### config.mk
export PLATFORM = sky130hd
export DESIGN_NAME = nvi_divider
export DESIGN_NICKNAME = d
export VERILOG_FILES = /design/src/hdl/nvi_pkg.sv /design/src/hdl/nvi_divider.sv
export SDC_FILE = /design/constraint.sdc
export NUM_CORES = 1
export LEC_CHECK = 0
export ABC_AREA = 1
export BUFFER_PORTS_ARGS = -buffer_cell sky130_fd_sc_hd__buf_2
export CELL_PAD_IN_SITES_DETAIL_PLACEMENT = 1
export CELL_PAD_IN_SITES_GLOBAL_PLACEMENT = 2
export CORE_MARGIN = 1.5
export CORE_UTILIZATION = 34
export DETAILED_ROUTE_END_ITERATION = 7
export GPL_TIMING_DRIVEN = 0
export HOLD_SLACK_MARGIN = 0.12
export PLACE_DENSITY = 0.91
export SYNTH_ARGS = -nofsm -noshare
export SYNTH_HDL_FRONTEND = slang
export SYNTH_SLANG_ARGS = --single-unit
### constraint.sdc
create_clock -name clk -period 8.1 [get_ports clk]
set_clock_uncertainty 0.2 [all_clocks]
set_input_delay 2.025 -clock clk [delete_from_list [all_inputs] [get_ports clk]]
set_output_delay 2.025 -clock clk [all_outputs]
set_load 0.01 [all_outputs]
### src/hdl/nvi_pkg.sv
// Package for the Neville polynomial interpolator.
// Holds sizes, status codes and the sequencer state type; no dependencies.
`timescale 1ns / 1ps
package nvi_pkg;
  localparam int MAX_POINTS = 16;
  localparam int IDX_W      = $clog2(MAX_POINTS);
  localparam int CNT_W      = $clog2(MAX_POINTS + 1);
  localparam int NUM_W      = 49;
  localparam int DEN_W      = 32;
  localparam int STEP_W     = $clog2(NUM_W);

  localparam logic [1:0] STATUS_OK       = 2'd0;
  localparam logic [1:0] STATUS_COINCIDE = 2'd1;
  localparam logic [1:0] STATUS_TOO_MANY = 2'd2;

  typedef enum logic [3:0] {
    S_LOAD,
    S_SRCH_RD,
    S_SRCH_CMP,
    S_INIT_RD,
    S_INIT,
    S_RD1,
    S_RD2,
    S_CHK,
    S_DIV,
    S_SAT,
    S_MUL_HP,
    S_MUL_HO,
    S_WR_UP,
    S_DY_RD,
    S_DY,
    S_FINISH
  } state_t;
endpackage

### src/hdl/nvi_divider.sv
// Restoring divider of unsigned magnitudes, one quotient bit per cycle.
// Depends on nvi_pkg.
`timescale 1ns / 1ps
module nvi_divider (
  input  logic                      clk,
  input  logic                      rst,
  input  logic                      start,
  input  logic [nvi_pkg::NUM_W-1:0] num,
  input  logic [nvi_pkg::DEN_W-1:0] den,
  output logic                      done,
  output logic [nvi_pkg::NUM_W-1:0] quo
);
  import nvi_pkg::*;

  logic              busy;
  logic [STEP_W-1:0] step;
  logic [DEN_W-1:0]  rem;
  logic [DEN_W-1:0]  dsr;
  logic [DEN_W:0]    rem_sh;
  logic              ge;

  assign rem_sh = {rem, quo[NUM_W-1]};
  assign ge     = rem_sh >= {1'b0, dsr};

  always_ff @(posedge clk) begin
    if (rst) begin
      busy <= 1'b0;
      done <= 1'b0;
      step <= '0;
    end else begin
      done <= 1'b0;
      if (start) begin
        busy <= 1'b1;
        step <= '0;
      end else if (busy) begin
        step <= step + 1'b1;
        if (step == STEP_W'(NUM_W - 1)) begin
          busy <= 1'b0;
          done <= 1'b1;
        end
      end
    end
  end

  always_ff @(posedge clk) begin
    if (start) begin
      rem <= '0;
      dsr <= den;
      quo <= num;
    end else if (busy) begin
      rem <= ge ? DEN_W'(rem_sh - {1'b0, dsr}) : rem_sh[DEN_W-1:0];
      quo <= {quo[NUM_W-2:0], ge};
    end
  end
endmodule

# After elaboration in Yosys (flattened, before gate mapping)
# Cells that the tools add are included.
# Widths: inputs -> output; s select.
# word_totals
register_bits,121
in_bits,84
# op_classes
muxes,7
add_sub_neg,2
n_eq_ne,1
bitwise,1
n_reduce_logical,3
n_lt_le_gt_ge,1
# op_table
op,count
$mux 49,2
$ge 33x32->1,1
$mux 32,1
$sub 32x32->32,1
$add 6x1->6 const B,1
$eq 6x6->1 const B,1
$mux 1,4
$reduce_or 3->1,1
$reduce_bool 2->1,1
$reduce_or 2->1,1
$not 1->1,1

# Logic depth before layout (Yosys ltp)
# Gate-level depths: netlist of run 1.
# depth
ltp_word,4
depth_mapped,17
mapped_depth_nobuf,16

# Worst setup path before layout of run 1
# OpenSTA, ideal clock, no wires.
# synth_timing
path_kind,input port to flip-flop
from,input start
to,register quo[0] (netlist bit) (enable)
t_arrival_ns,3.543
cell_stages,4
setup_time_ns,0.403
slack_ns,3.954
path_cell_list,clkbuf_1 nor2_1 clkbuf_1 inv_1
# synth_via
elab_chain_cells,1
# synth_rtl
item,line,rtl
"start, declared",nvi_divider.sv:7,"input logic start,"
$reduce_bool 2->1 (no line),--,
"end signal, assigned",nvi_divider.sv:49,quo <= num;
"end signal, assigned",nvi_divider.sv:52,"quo <= {quo[NUM_W-2:0], ge};"
"end, declared",nvi_divider.sv:11,output logic [nvi_pkg::NUM_W-1:0] quo
# No other way between the ends.
# A chain may end at the register's enable or synchronous reset.

# Final worst setup path of run 1
# layout_timing
from,input start
to,register quo[34] (netlist bit) (enable)
# Same word-level chain as after synthesis.

==> results.txt, run 1 <==
- The run finished with clean final reports.
* Area added between synthesis and finish: 21.5%
- Once the clock tree was built, the setup fixing pass inserted 0 buffers.
- Final total negative setup slack: 0 ns
- The Yosys step of the flow raised 0 warnings.
* Routed vias/inst: around 4.7
- Post-synthesis compound-gate area fraction: about 2.5%
* Tot GR Track Use: about a fifth
* P per Cell Area: roughly 190 mW/mm^2
- CTS built an H-tree with a depth of 4.
- In the final layout, the share of cells above drive strength 1 is between 10% and 20%.
* Clock tree from TritonCTS: done
* Count of hold buffers inserted by post-cts repair: 0
- For this run, asynchronously set or reset flops after synthesis account for 0%.
- The worst path needs 4.52 ns of the cycle, external delays included.
* Detailed-routing iteration count for the pre-antenna-repair pass: 4
* Post-CTS clock slew at the launch and capture registers of the worst setup and hold paths: 0.07 ns
* # resized after CTS: 0
- Total net switching power: about 0.5 mW
- Initial Util: between 30% and 40%
- Sw Ratio: between 20% and 30%
- Launching instance or port of the critical path: start
- The final layout contains between 1k and 1.5k nets.
- DR DRC count: 0
* Sinks on Clock Net: roughly 120
* Number of failing hold endpoints at the final stage: 0
* Kind of start point of the critical path: primary input
- The initial antenna violation count came to 1.
- Wire per inst: 14.9 um
* Finished Core Util: approximately 42%
* Total inserted antenna cells: 0
- Summing every instance area after synthesis gives 0.00760 sq mm.
- In this run the critical register-to-register path is launched from busy.
- Setup repair after global routing left no endpoint under its margin.
- Placed wire-length estimate after detailed placement: roughly 18 mm
- After layout, the design draws a total of roughly 1.7 mW.
- Static timing analysis puts the maximum clock frequency at between 200 and 250 MHz.
- Library cell occupying the most area in the post-synthesis netlist: sky130_fd_sc_hd__edfxtp_1
- Largest family of logic cells by synthesized area: simple AND/OR/NAND/NOR gates
* Port Buffers: approximately 130
- The number of pins exceeding their max-slew limit in the final report was 0.
- Post-synthesis cell count: ~1.1k
* Clock latency reported for the late side of the worst-skew pair: approximately 0.44 ns
- The core region is about 0.022 sq mm.
* Pin slew with the least headroom to its limit: 0.846 ns
- The initialized floorplan defines 54 standard-cell rows.
* Seq pwr share: a little over two fifths
- Simple-gate share of the synthesized area: approximately 36%
- Worst reg2reg path endpoint: quo[34]
* Horizontal die dimension: around 150 um
- Number of max-capacitance violations reported: 0
* Xor and xnor area share after synthesis: 1.61%
- Counting the buffers created by CTS gives 17.
* Share of the clock period used by the worst path after layout: a little under three fifths
* Post-synthesis sequential element count: around 120
- Combinational logic burns 11.7% of the power.
* Worst setup slack for register-to-register paths: about 5.4 ns
- Entering global routing, the biggest net connects 34 pins.
- Max-slew headroom: between 40 and 50%
* Synth top area share: about a third
* CP endpoint kind: register
- Synth cell types: 34
* Global-route wire length before repair: between 30 and 40 mm
* Logic depth of the worst register-to-register path: 5
- The die is 153 um tall.
- The routed layout has 7195 vias.
- Part of the Yosys area used for sequential elements: 42.5%
- The share of total power dissipated in the clock network is approximately 46%.
- Number of endpoints failing setup at the final stage: 0
- Routed Antenna Nets: 0
* CP Capture Point: quo[34]
- Synthesis produced a netlist with a net count of between 1k and 1.5k.
- Top cells by count, synth: 493 x sky130_fd_sc_hd__nand2_1, 187 x sky130_fd_sc_hd__inv_1, 82 x sky130_fd_sc_hd__nand3_1
- For this design the top-level I/O count stands at between 100 and 150.
* Critical path arrival: between 4 and 5 ns
* Path class of the lowest-slack min-delay path: reg2reg
* Critical path class: in2reg
- The most used flip-flop cell after synthesis is sky130_fd_sc_hd__edfxtp_1.
- Total length of routed wires: around 23 mm
- Root cell of the clock tree: sky130_fd_sc_hd__clkbuf_16
- Pleak: roughly 5.0 nW
- Largest driver fanout on the critical path: 33
- The congestion estimate from routability-driven global placement came to around 0.86.
- Max rail drop VDD: roughly 0.11 mV
* Dominant cell by count in the synthesized netlist: sky130_fd_sc_hd__nand2_1
- Cell internal power was estimated by the tool at between 1 and 1.5 mW.
- Required time of the critical path: a little over 8 ns
- Cells taking the most area after synthesis: sky130_fd_sc_hd__edfxtp_1 32%, sky130_fd_sc_hd__nand2_1 24%, sky130_fd_sc_hd__dfxtp_1 11%, sky130_fd_sc_hd__inv_1 9.2%, sky130_fd_sc_hd__ha_1 5.6%
- The clock passes through at most 2 buffers.
- Average cell area after synthesis: 6.96 sq um
- The via count of the first global-routing pass was a little under 8k.
- The first routing iteration left roughly 310 violations.
- Post-synthesis adder-cell area fraction: under 10%
- Multiplexer cells account for 0% of the synthesized area.
- Area of the die: around 0.023 sq mm
- Global route overflow: 0
- Counting flops with a built-in enable in the synthesized netlist gives slightly above 80.
## cell type report
| cell class | count | area (sq um) |
|---|---|---|
| Inverter | 194 | 728 |
| Sequential cell | 121 | 3230 |
| Multi-Input combinational cell | 749 | 3500 |
| Clock inverter | 15 | 174 |
| Buffer | 28 | 140 |
| Clock buffer | 17 | 425 |
| Fill cell | 2883 | 12700 |
| Tap cell | 280 | 350 |
| Timing Repair Buffer | 134 | 686 |
## power groups by stage
stage	Combinational [mW]	Clock, mW	Sequential [mW]
2_1_floorplan	0.102	0	0.749
3_3_place_gp	0.197	0	0.739
3_5_place_dp	0.203	0	0.739
4_1_cts	0.204	0.817	0.726
5_1_grt	0.228	0.835	0.731
6_report	0.201	0.792	0.726
## worst max-delay path, cell delays in order
cell and delay [ns]:
sky130_fd_sc_hd__buf_2 0.37, sky130_fd_sc_hd__clkbuf_1 0.31, sky130_fd_sc_hd__nor2_1 0.59, sky130_fd_sc_hd__clkbuf_1 0.50
sky130_fd_sc_hd__inv_2 0.40, sky130_fd_sc_hd__buf_12 0.28
## registers in the layout, indices dropped and copies added (netlist names)
signal	cells
dsr	32
quo	49
busy	1
step	6
done	1
rem	32
## cells in the final DEF, fill, tap and decap left out, types with 3 or more instances in the layout
master and count:
sky130_fd_sc_hd__nand2_1 493, sky130_fd_sc_hd__a21oi_1 21, sky130_fd_sc_hd__nand4_1 6, sky130_fd_sc_hd__dfxtp_1 40
sky130_fd_sc_hd__nor3_1 10, sky130_fd_sc_hd__nand3_1 82, sky130_fd_sc_hd__nand3b_1 8, sky130_fd_sc_hd__and2_1 6
sky130_fd_sc_hd__nand2_2 6, sky130_fd_sc_hd__inv_8 6, sky130_fd_sc_hd__inv_2 6, sky130_fd_sc_hd__edfxtp_1 81
sky130_fd_sc_hd__nor2_2 3, sky130_fd_sc_hd__nor2_1 48, sky130_fd_sc_hd__xnor2_1 13, sky130_fd_sc_hd__o21ai_0 3
sky130_fd_sc_hd__clkbuf_1 15, sky130_fd_sc_hd__inv_6 4, sky130_fd_sc_hd__clkbuf_16 17, sky130_fd_sc_hd__buf_6 3
sky130_fd_sc_hd__buf_2 143, sky130_fd_sc_hd__inv_1 186, sky130_fd_sc_hd__ha_1 34
## routing by layer
metal / track usage [%] / share of wire (%) / vias to the layer above / wire length (um)
met5: 0 / 0 / - / 0
met4: 6.68 / 1.9 / 0 / 430
met3: 5.38 / 4.2 / 28 / 969
met2: 36.2 / 49 / 118 / 11200
met1: 24.9 / 45 / 3387 / 10300
li1: - / - / 3662 / -
## worst min path at each step
stage / from / end / slack (ns) / cells past startpoint
global route: rem[6] / rem[6] / 0.30 / 2
CTS: rem[14] / rem[14] / 0.28 / 2
finish: rem[9] / rem[9] / 0.28 / 2
floorplan: step[5] / step[5] / 0.25 / 2
global placement: rem[29] / rem[29] / 0.26 / 2
detailed placement: rem[14] / rem[14] / 0.27 / 2
## metrics by stage
step | hold WS (ns) | instances | instance area (sq um) | setup slack [ns]
after floorplan | 0.245 | 1092 | 7600 | 3.95
after global placement | 0.261 | 1505 | 8620 | 2.30
after detailed placement | 0.269 | 1506 | 8640 | 3.06
after CTS | 0.281 | 1538 | 9240 | 3.51
after global routing | 0.297 | 1538 | 9240 | 3.33
final | 0.277 | 1538 | 9240 | 3.58
## cells by family (layout without fill, tap and decap cells)
family / Yosys count / in the layout
simple gates: 668 / 668
flops: 121 / 121
buf+inv: 222 / 388
fa+ha+maj: 35 / 35
compound gates: 32 / 32
xor+xnor: 14 / 14
No activity file was read; power rests on OpenSTA's default activity.
==> run 2, diff against run 1 <==
--- a/config.mk
+++ b/config.mk
@@ -10,11 +10,11 @@
 export CELL_PAD_IN_SITES_DETAIL_PLACEMENT = 1
 export CELL_PAD_IN_SITES_GLOBAL_PLACEMENT = 2
 export CORE_MARGIN = 1.5
-export CORE_UTILIZATION = 34
+export CORE_UTILIZATION = 31
 export DETAILED_ROUTE_END_ITERATION = 7
 export GPL_TIMING_DRIVEN = 0
 export HOLD_SLACK_MARGIN = 0.12
-export PLACE_DENSITY = 0.91
+export PLACE_DENSITY = 0.85
 export SYNTH_ARGS = -nofsm -noshare
 export SYNTH_HDL_FRONTEND = slang
 export SYNTH_SLANG_ARGS = --single-unit
==> constraint.sdc (replaced) <==
create_clock -name clk -period 4.7 [get_ports clk]
set_clock_uncertainty 0.2 [all_clocks]
set_input_delay 1.175 -clock clk [delete_from_list [all_inputs] [get_ports clk]]
set_output_delay 1.175 -clock clk [all_outputs]
set_load 0.01 [all_outputs]
==> run 2 against run 1 <==
Net effect: die area is 9.5% higher; global-route usage is 1.2 points lower; register-to-register slack worse by 3.3 ns; combinational power is 75% higher; critical path depth stayed put; design area is 0.65% higher; worst hold slack worse by 0.0028 ns; wire length is 3.5% higher; count of clock-buffer cells in the layout stayed put; highest routed layer unchanged; sequential power is 72% higher; flip-flop and latch count stayed put; setup slack worse by 2.5 ns.
==> results.txt, run 2 (synthesized netlist as in run 1, its figures left out) <==
- In the layout the commonest cells are 493 x sky130_fd_sc_hd__nand2_1, 186 x sky130_fd_sc_hd__inv_1, 143 x sky130_fd_sc_hd__buf_2, 82 x sky130_fd_sc_hd__nand3_1, 81 x sky130_fd_sc_hd__edfxtp_1.
- Number of antenna violations at the first check in global routing: 0
- In the final layout, the registers with the most flip-flops are quo: 49 flops, dsr: 32 flops, rem: 32 flops.
- Path class of the lowest-slack min-delay path: reg2reg
* Total inserted antenna cells: 0
- The tightest hold path in the finished design has a slack of ~0.27 ns.
- RSZ-0062 raised after global routing: no
- Leading cell type in the layout, fill and taps excluded: sky130_fd_sc_hd__nand2_1
* Bufs on Longest Clock Path: 2
- CTS built an H-tree with a depth of 4.
* # resized after CTS: 0
* Register containing the most flip-flops in the final layout: quo
- VDD sags by at most around 0.19 mV.
- Detailed placement ended at an HPWL of 18.8 mm.
* Required time of the critical path: 4.67 ns
- Fraction of final layout cells with drive strength greater than 1: roughly 16%
- The routed layout has between 7k and 8k vias.
- The worst setup path is launched from a primary input.
- Setup violations remaining at the end of the flow were counted as 0.
- Non-filler cells in the finished layout: approximately 1.6k
- The final hold violation count came to 0.
- The first detailed-routing pass ran for 4 iterations.
* Initial Util: between 30% and 40%
- Tot GR Track Use: around a fifth
- For this run, design rule violations remaining after detail routing come to 0.
- Max-slew headroom: roughly two fifths
- Rows: 57
- Share of the clock period used by the worst path after layout: 76.8%
- The tool flagged a number of max-cap violations equal to 0.
- Including well taps, the total number of placed cells is 1550.
- For this run the aggregate overflow at the end of global routing stands at 0.
- Compared with the post-synthesis result, the final layout area differs by 22.3%.
- Wires add up to around 24 mm.
- Count of hold buffers inserted by post-cts repair: 0
- Global-route wire length before repair: roughly 39 mm
- By instance count, the cell type seen most on the critical path is sky130_fd_sc_hd__clkbuf_1.
* Number of setup buffers added after CTS: 0
- The via count of the first global-routing pass was 7611.
- After floorplanning, the core was sized to cover ~0.024 sq mm.
- The tree is rooted in a sky130_fd_sc_hd__clkbuf_16.
- The register with the most flip-flops in the layout has 49 of them.
- The worst setup path is of the in2reg kind.
- Routed Antenna Nets: 0
* Wire per inst: approximately 15 um
- Post-CTS clock slew at the launch and capture registers of the worst setup and hold paths: approximately 0.07 ns
* P per Cell Area: 321 mW/mm^2
- Launching instance or port of the critical path: start
- In this run the tool buffered the top-level ports with about 130 buffer cells.
* Number of top-level pins: between 100 and 150
* Largest delay contributor family on the critical path: buffers and inverters
* Final net count: 1364
- Entering global routing, the biggest net connects 34 pins.
- The tree built by TritonCTS fans out to 121 sinks.
* Critical path arrival: about 3.6 ns
* Clock period minus worst slack: around 3.6 ns
- Horizontal die dimension: about 160 um
- For this run, the slowest stage of the critical path takes around 0.56 ns.
- The critical path goes through buf_2 -> clkbuf_1 -> nor2_1 -> clkbuf_1 -> inv_2 -> buf_12.
- Area of the die: approximately 0.025 sq mm
* Largest driver fanout on the critical path: 33
* Total CTS buffers: 17
- The detailed router finished its first iteration with between 200 and 300 violations.
* Max-slew violation total from the final report: 0
- Together, buffers and inverters on the worst path number 5.
- Startpoint of the worst-slack reg-to-reg timing path: dsr[29]
- Height of the die: 160 um
- Pleak: between 4 and 5 nW
* CP endpoint kind: register
- Result of the run: finished clean
* Gpl congestion: between 0.8 and 0.9
- After detailed routing, the number of vias per cell comes to 4.53.
- Min-Delay Startpoint: rem[15]
- For the pin with the worst max-slew slack, the measured transition is just under 0.9 ns.
- Cell with the biggest individual delay on the critical path: sky130_fd_sc_hd__nor2_1
- Derived from the worst setup path, the maximum achievable clock frequency is roughly 280 MHz.
- Clock latency reported for the late side of the worst-skew pair: 0.43 ns
* Clock tree from TritonCTS: done
==> run 2: path summary, 6_finish.rpt <==
| check | slack, ns | to | depth (start not counted) |
|---|---|---|---|
| worst max-delay path | 1.09 | quo[42] | 6 |
| worst min-delay path | 0.27 | rem[15] | 2 |
| worst max register to register | 2.09 | rem[3] | 13 |
| worst min register to register | 0.27 | rem[15] | 2 |
==> run 2: cell type report <==
type / count / area [sq um]
plain buffers: 28 / 140
clock inverters: 15 / 179
well taps: 324 / 405
clock buffers: 17 / 425
repair buffers: 134 / 686
inverters: 194 / 728
multi-input cells: 749 / 3500
fillers: 3110 / 14900
flip-flops and latches: 121 / 3230
==> run 2: power by group <==
group | internal, mW | switching, mW | total [mW] | leakage [nW]
logic | 0.126 | 0.224 | 0.351 | 3.56
clock network | 0.803 | 0.581 | 1.38 | 0.298
registers | 1.22 | 0.0323 | 1.25 | 1.14
total | 2.15 | 0.837 | 2.99 | 5.00
==> run 2: metal layers <==
metal  global-route usage [%]  up-vias  wire length [um]
li1                         -     3662                 -
met2                     33.3      129             11400
met5                        0        -                 0
met3                     3.72       20               966
met1                     25.3     3358             11200
met4                     5.27        0               290
==> run 2: through the flow <==
| step | setup slack (ns) | power (mW) | instance area, sq um | util [%] | setup TNS (ns) |
|---|---|---|---|---|---|
| floorplan | 1.40 | 1.47 | 7600 | - | 0 |
| detailed placement | 0.553 | 1.63 | 8690 | 36.0 | 0 |
| global route | 0.790 | 3.11 | 9300 | 38.5 | 0 |
| finish | 1.09 | 2.99 | 9300 | 38.5 | 0 |
| CTS | 0.995 | 3.02 | 9300 | 38.5 | 0 |
| global placement | -0.270 | 1.62 | 8670 | 35.9 | -13.07 |
==> run 2: tightest hold or removal path: cells and delay by family, from the launching register on <==
kind | cells | cell delay, ns
and+or+nand+nor | 2 | 0.11
DFF | 1 | 0.33
